**src/rtl/core/rrts_pkg.sv**
```systemverilog
// Package for the round-robin tick scheduler.
// Holds register map, widths and parameter defaults; no dependencies.
package rrts_pkg;

  localparam int QUEUE_DEPTH_DEF = 16;
  localparam int ID_BITS_DEF     = 16;
  localparam int LEN_BITS_DEF    = 5;

  localparam int QUANTUM_W = 8;
  localparam logic [QUANTUM_W-1:0] QUANTUM_RESET = QUANTUM_W'(6);

  localparam int CFG_ADDR_W = 3;
  localparam int CFG_DATA_W = 32;
  localparam int REG_IDX_W  = CFG_ADDR_W - 2;

  localparam logic [REG_IDX_W-1:0] REG_QUANTUM = '0;

endpackage

```
**src/rtl/core/round_robin_tick_scheduler.sv**
```systemverilog
// An accepted tick item's result item is registered and shown in the next cycle.
// Throughput: one item per cycle while the result side does not stall; the
// whole queue update (retire or rotate, run, admit) is one register pass.
// Reset (synchronous, rst_n low): queue empty, head slice and id counter
// cleared, quantum back to its default. Queue slots are not cleared.
// Round-robin time-slice scheduler top level; uses rrts_pkg.
module round_robin_tick_scheduler
  import rrts_pkg::*;
#(
  parameter int QUEUE_DEPTH = QUEUE_DEPTH_DEF,
  parameter int ID_BITS     = ID_BITS_DEF,
  parameter int LEN_BITS    = LEN_BITS_DEF
) (
  input  logic                  clk,
  input  logic                  rst_n,

  input  logic                  psel,
  input  logic                  penable,
  input  logic                  pwrite,
  input  logic [CFG_ADDR_W-1:0] paddr,
  input  logic [CFG_DATA_W-1:0] pwdata,
  output logic [CFG_DATA_W-1:0] prdata,
  output logic                  pready,

  input  logic                  in_valid,
  output logic                  in_stall,
  input  logic                  in_arrival_valid,
  input  logic [LEN_BITS-1:0]   in_arrival_length,

  output logic                  out_valid,
  input  logic                  out_stall,
  output logic                  out_ran_valid,
  output logic [ID_BITS-1:0]    out_ran_id,
  output logic [LEN_BITS-1:0]   out_ran_left,
  output logic                  out_created_valid,
  output logic [ID_BITS-1:0]    out_created_id,
  output logic                  out_arrival_dropped
);

  localparam int CNT_W = $clog2(QUEUE_DEPTH + 1);
  localparam int IDX_W = $clog2(QUEUE_DEPTH);

  logic [ID_BITS-1:0]   q_id_r    [QUEUE_DEPTH];
  logic [ID_BITS-1:0]   q_id_nxt  [QUEUE_DEPTH];
  logic [LEN_BITS-1:0]  q_left_r  [QUEUE_DEPTH];
  logic [LEN_BITS-1:0]  q_left_nxt[QUEUE_DEPTH];
  logic [ID_BITS-1:0]   mid_id    [QUEUE_DEPTH];
  logic [LEN_BITS-1:0]  mid_left  [QUEUE_DEPTH];

  logic [CNT_W-1:0]     count_r, count_nxt, cnt_a;
  logic [QUANTUM_W-1:0] slice_r, slice_nxt, slice_a;
  logic [ID_BITS-1:0]   id_ctr_r, id_ctr_nxt;
  logic [QUANTUM_W-1:0] quantum_r;

  logic                 out_valid_r, out_valid_nxt;
  logic                 ran_valid_r;
  logic [ID_BITS-1:0]   ran_id_r;
  logic [LEN_BITS-1:0]  ran_left_r;
  logic                 created_valid_r;
  logic [ID_BITS-1:0]   created_id_r;
  logic                 dropped_r;

  logic                 take, rot, keep, run, push, drop;
  logic [IDX_W-1:0]     rot_pos, push_pos;
  logic [LEN_BITS-1:0]  run_left;
  logic [ID_BITS-1:0]   new_id;
  logic                 cfg_wr;
  logic [REG_IDX_W-1:0] reg_idx;

  assign pready  = 1'b1;
  assign reg_idx = paddr[CFG_ADDR_W-1:2];
  assign cfg_wr  = psel && penable && pwrite && pready && (reg_idx == REG_QUANTUM);
  assign prdata  = (reg_idx == REG_QUANTUM) ?
                   {{(CFG_DATA_W-QUANTUM_W){1'b0}}, quantum_r} : '0;

  assign in_stall      = out_valid_r && out_stall;
  assign take          = in_valid && !in_stall;
  assign out_valid_nxt = take || (out_valid_r && out_stall);

  always_comb begin
    rot     = (count_r != '0) && ((slice_r >= quantum_r) || (q_left_r[0] == '0));
    keep    = rot && (q_left_r[0] != '0);
    cnt_a   = (rot && !keep) ? count_r - CNT_W'(1) : count_r;
    rot_pos = IDX_W'(count_r - CNT_W'(1));

    for (int i = 0; i < QUEUE_DEPTH - 1; i++) begin
      mid_id[i]   = rot ? q_id_r[i+1]   : q_id_r[i];
      mid_left[i] = rot ? q_left_r[i+1] : q_left_r[i];
    end
    mid_id[QUEUE_DEPTH-1]   = q_id_r[QUEUE_DEPTH-1];
    mid_left[QUEUE_DEPTH-1] = q_left_r[QUEUE_DEPTH-1];
    for (int i = 0; i < QUEUE_DEPTH; i++) begin
      if (keep && (IDX_W'(i) == rot_pos)) begin
        mid_id[i]   = q_id_r[0];
        mid_left[i] = q_left_r[0];
      end
    end

    run      = (cnt_a != '0);
    run_left = (mid_left[0] == '0) ? '0 : mid_left[0] - LEN_BITS'(1);
    slice_a  = rot ? '0 : slice_r;
    slice_nxt = run ? slice_a + QUANTUM_W'(1) : slice_a;

    push     = in_arrival_valid && (cnt_a < CNT_W'(QUEUE_DEPTH));
    drop     = in_arrival_valid && !push;
    new_id   = id_ctr_r + ID_BITS'(1);
    push_pos = cnt_a[IDX_W-1:0];
    id_ctr_nxt = push ? new_id : id_ctr_r;

    for (int i = 0; i < QUEUE_DEPTH; i++) begin
      q_id_nxt[i]   = mid_id[i];
      q_left_nxt[i] = mid_left[i];
      if (run && (i == 0)) begin
        q_left_nxt[i] = run_left;
      end
      if (push && (IDX_W'(i) == push_pos)) begin
        q_id_nxt[i]   = new_id;
        q_left_nxt[i] = in_arrival_length;
      end
    end

    count_nxt = cnt_a + CNT_W'(push);
  end

  always_ff @(posedge clk) begin
    if (!rst_n) begin
      count_r     <= '0;
      slice_r     <= '0;
      id_ctr_r    <= '0;
      quantum_r   <= QUANTUM_RESET;
      out_valid_r <= 1'b0;
    end else begin
      out_valid_r <= out_valid_nxt;
      if (cfg_wr) begin
        quantum_r <= pwdata[QUANTUM_W-1:0];
      end
      if (take) begin
        count_r  <= count_nxt;
        slice_r  <= slice_nxt;
        id_ctr_r <= id_ctr_nxt;
      end
    end
  end

  always_ff @(posedge clk) begin
    if (take) begin
      q_id_r          <= q_id_nxt;
      q_left_r        <= q_left_nxt;
      ran_valid_r     <= run;
      ran_id_r        <= run ? mid_id[0] : '0;
      ran_left_r      <= run ? run_left : '0;
      created_valid_r <= push;
      created_id_r    <= push ? new_id : '0;
      dropped_r       <= drop;
    end
  end

  assign out_valid           = out_valid_r;
  assign out_ran_valid       = ran_valid_r;
  assign out_ran_id          = ran_id_r;
  assign out_ran_left        = ran_left_r;
  assign out_created_valid   = created_valid_r;
  assign out_created_id      = created_id_r;
  assign out_arrival_dropped = dropped_r;

endmodule

```
**config.mk**
```make
export PLATFORM = sky130hd
export DESIGN_NAME = round_robin_tick_scheduler
export DESIGN_NICKNAME = d
export VERILOG_FILES = /design/src/rtl/core/rrts_pkg.sv /design/src/rtl/core/round_robin_tick_scheduler.sv
export SDC_FILE = /design/constraint.sdc
export NUM_CORES = 1
export LEC_CHECK = 0
export ABC_AREA = 1
export BUFFER_PORTS_ARGS = -buffer_cell sky130_fd_sc_hd__buf_2
export CAP_MARGIN = 20
export CORE_MARGIN = 2
export CORE_UTILIZATION = 25
export CTS_CLUSTER_DIAMETER = 200
export DETAILED_ROUTE_END_ITERATION = 8
export PLACE_DENSITY = 0.52
export SYNTH_ARGS = -nofsm -noshare
export SYNTH_HDL_FRONTEND = slang
export SYNTH_SLANG_ARGS = --single-unit
```
**constraint.sdc**
```tcl
create_clock -name clk -period 4.25 [get_ports clk]
set_input_delay 0.425 -clock clk [delete_from_list [all_inputs] [get_ports clk]]
set_output_delay 0.425 -clock clk [all_outputs]
set_load 0.02 [all_outputs]
```
==> results.json <==
{
  "cp_cell_sequence": "inv_1, ha_1, nand2_1, nor2_1, nand2_1, nand3_4, nand2_1, nand2_2, inv_1, nor3_4, nand2_4, o21ai_2, buf_4",
  "vias": 16162,
  "ys_ff_latch": 414,
  "gr-usage-all-layers_pct": 13.08,
  "fin_ws_ps": 761.4,
  "ff2ff_path_depth": 13,
  "synth_ff_type": "edfxtp_1",
  "cp-start-kind": "flip-flop",
  "fp-row-count": 108,
  "antenna_found_initial": 0,
  "post_cts_buffers": 0,
  "skew_ps": 15.14,
  "status": "finished clean",
  "ys_seq_area_share_pct": 55.17,
  "maxSlewViolCount": 0,
  "wirelength_mm": 59.59,
  "drive_gt1_share_pct": 17.80,
  "ys_async_sr_fraction_pct": 0,
  "ir_drop_v": 0.0002721,
  "fmax_ghz": 0.2866,
  "use_met2_pct": 21.15,
  "avgViaCountPerCell": 4.756,
  "required_ps": 4490,
  "ctsHoldBuffers": 0,
  "place.gp.congestion": 0.7965,
  "synthTopCellsByArea": "edfxtp_1 (52%), nand2_1 (9.3%), o211ai_2 (8.2%), o21ai_1 (5.2%), o21ai_0 (5.2%)",
  "coreArea_mm2": 0.08662,
  "ant_nets": 0,
  "cp.depth": 13,
  "die_width_um": 299.6,
  "cts_max_level": 2,
  "criticalPathCategory": "flip-flop to flip-flop",
  "busiest_layer": "met2",
  "routedWlPerCell_um": 17.54,
  "worstPathMaxFanout": 21,
  "ys_types": 39,
  "clock-root-buffer": "clkbuf_16",
  "ys_warn_count": 0,
  "portBuffers": 71,
  "min_from": "pwdata[1]",
  "synth-compound-area-share_pct": 22.79,
  "end_kind": "flip-flop",
  "cp_slowest_stage_delay_ps": 420,
  "fin_crit_sh_pct": 82.08,
  "grtUsageMet3_pct": 1.899,
  "grt_pass1_vias": 15568,
  "cts.sinks": 414,
  "leakage_nw": 8.754,
  "ctsResizeCount": 0,
  "max-cap-violations": 0,
  "hold_violations": 0,
  "slowest_stage": "nor3_4",
  "postSynthAreaPerCell_um2": 9.863,
  "cpMostUsedCell": "nand2_1",
  "finish.instance_area_mm2": 0.02465,
  "place_hpwl_mm": 37.62,
  "dpl-instance-area_mm2": 0.02324,
  "arrival_ps": 3720,
  "final_nets": 2273,
  "synth_top_family_by_area": "compound AO/OA/AOI/OAI gates",
  "finalPower_w": 0.009547,
  "io_pins": 123,
  "first_iter_violations": 1474,
  "r2r_start": "count_r[0]",
  "synth_mux_area_share_pct": 0,
  "synthCells": 2215,
  "clock_path_buffers": 3,
  "cts.clk_slew.worst_paths_ps": 60,
  "post-place-ws_ps": 764.7,
  "hold_depth": 3,
  "clock_latency_ps": 580,
  "cts_buffers": 45,
  "die_area_mm2": 0.08976,
  "path_buf_inv": 3,
  "grt_pass1_wl_mm": 93.34,
  "syn-cell-area_mm2": 0.02185,
  "dr.pass1.iters": 5,
  "finalCriticalPeriod_ps": 3489,
  "die_h_um": 299.6,
  "synthSimpleGateAreaFrac_pct": 13.18,
  "synthAdderAreaFrac_pct": 0.9737,
  "grt_max_degree": 57,
  "rsz0062_at_grt": "false",
  "final_cell_count_no_fill": 3398,
  "areaGrowthSynthToFinish_pct": 12.84,
  "power.density_mw_per_mm2": 387.3,
  "setup_viol": 0,
  "place_inst": 3316,
  "drc_errors": 0,
  "slew_headroom_pct": 31.47,
  "startpoint": "count_r[0]",
  "tightest_slew_ps": 1027,
  "grt_overflow": 0,
  "synth-edff-count": 376,
  "synth_top_cell_by_area": "edfxtp_1",
  "timing.setup.tns_ps": 0,
  "hold_path_class": "primary input to flip-flop",
  "grtUsageMet1_pct": 18.67,
  "start_util_pct": 25.22,
  "cpLargestDelayFamily": "simple AND/OR/NAND/NOR gates",
  "cts_tree": "built",
  "synth_xor_area_share_pct": 0.7617,
  "synth_top_area_share_pct": 51.68
}
==> kinds of logic (layout without fill, tap and decap cells) <==
logic type               after synthesis  in the layout
AO/OA/AOI/OAI                        732            732
XOR/XNOR                              19             19
adder cells (fa/ha/maj)               17             17
buffers and inverters                335            339
flip-flops                           414            414
other                                  2             26
AND/OR/NAND/NOR                      696            696
==> Yosys cell counts, types with 37 or more instances <==
library cell	n
nand3_1	37
nor2_1	69
edfxtp_1	376
o211ai_2	144
o211ai_1	90
dfxtp_1	38
clkbuf_1	120
a21oi_1	39
o21ai_0	226
nand2_1	542
o21ai_1	229
buf_4	39
inv_1	117
==> final timing paths <==
check                 end  slack [ps]
max           q_id_r[107]         760
min          quantum_r[1]          70
max reg2reg   q_id_r[107]         760
min reg2reg   id_ctr_r[1]         480
==> cells in the final DEF (no fill, tap or decap), types with 47 or more instances in the layout <==
cell       Yosys  final
nand2_1      542    542
o211ai_2     144    144
inv_1        117    117
buf_4         39     59
buf_2         15     71
nor2_1        69     57
o21ai_1      229    220
edfxtp_1     376    376
o21ai_0      226    221
clkbuf_16      0     47
o211ai_1      90     90
==> area by class of cell <==
cell class / instances / area, um2
clock inverters: 19 / 177.7
flip-flops and latches: 414 / 12050
inverters: 128 / 480.5
clock buffers: 62 / 1232
repair buffers: 130 / 798.3
multi-input cells: 1489 / 8462
diodes: 1 / 2.502
well taps: 1155 / 1445
fillers: 9094 / 61970
==> metal layers <==
layer  routed length, um  up-vias  part of all wire [%]
met2               27080      384                    45
met1               28680     7903                    48
li1                    -     7802                     -
met5                   0        -                     0
met4                 894        0                   1.5
met3                2940       73                   4.9
==> state kept, by name (all words and copies together), names as in the netlist <==
signal               count
out_created_id          16
count_r                  5
out_created_valid        1
slice_r                  8
out_arrival_dropped      1
out_ran_id              16
q_id_r                 256
out_valid                1
out_ran_valid            1
q_left_r                80
id_ctr_r                16
quantum_r                8
out_ran_left             5
==> tightest hold or removal path, delay by kind of cell <==
kind                   cells  cell delay (ps)
buffers and inverters      1               70
AO/OA/AOI/OAI              1               60
AND/OR/NAND/NOR            1               40
==> report_power, final <==
group	switching [W]	internal (W)
registers	0.0000583	0.00459
clock network	0.00170	0.00221
logic	0.000750	0.000235
==> per-stage QoR <==
stage          hold slack [ps]  util, %
6_report                 69.42    28.46
5_1_grt                  72.31    28.46
2_1_floorplan            448.5        -
3_3_place_gp             461.0    26.83
4_1_cts                  44.24    28.46
3_5_place_dp             475.3    26.83
(Power assumes the default switching activity.)
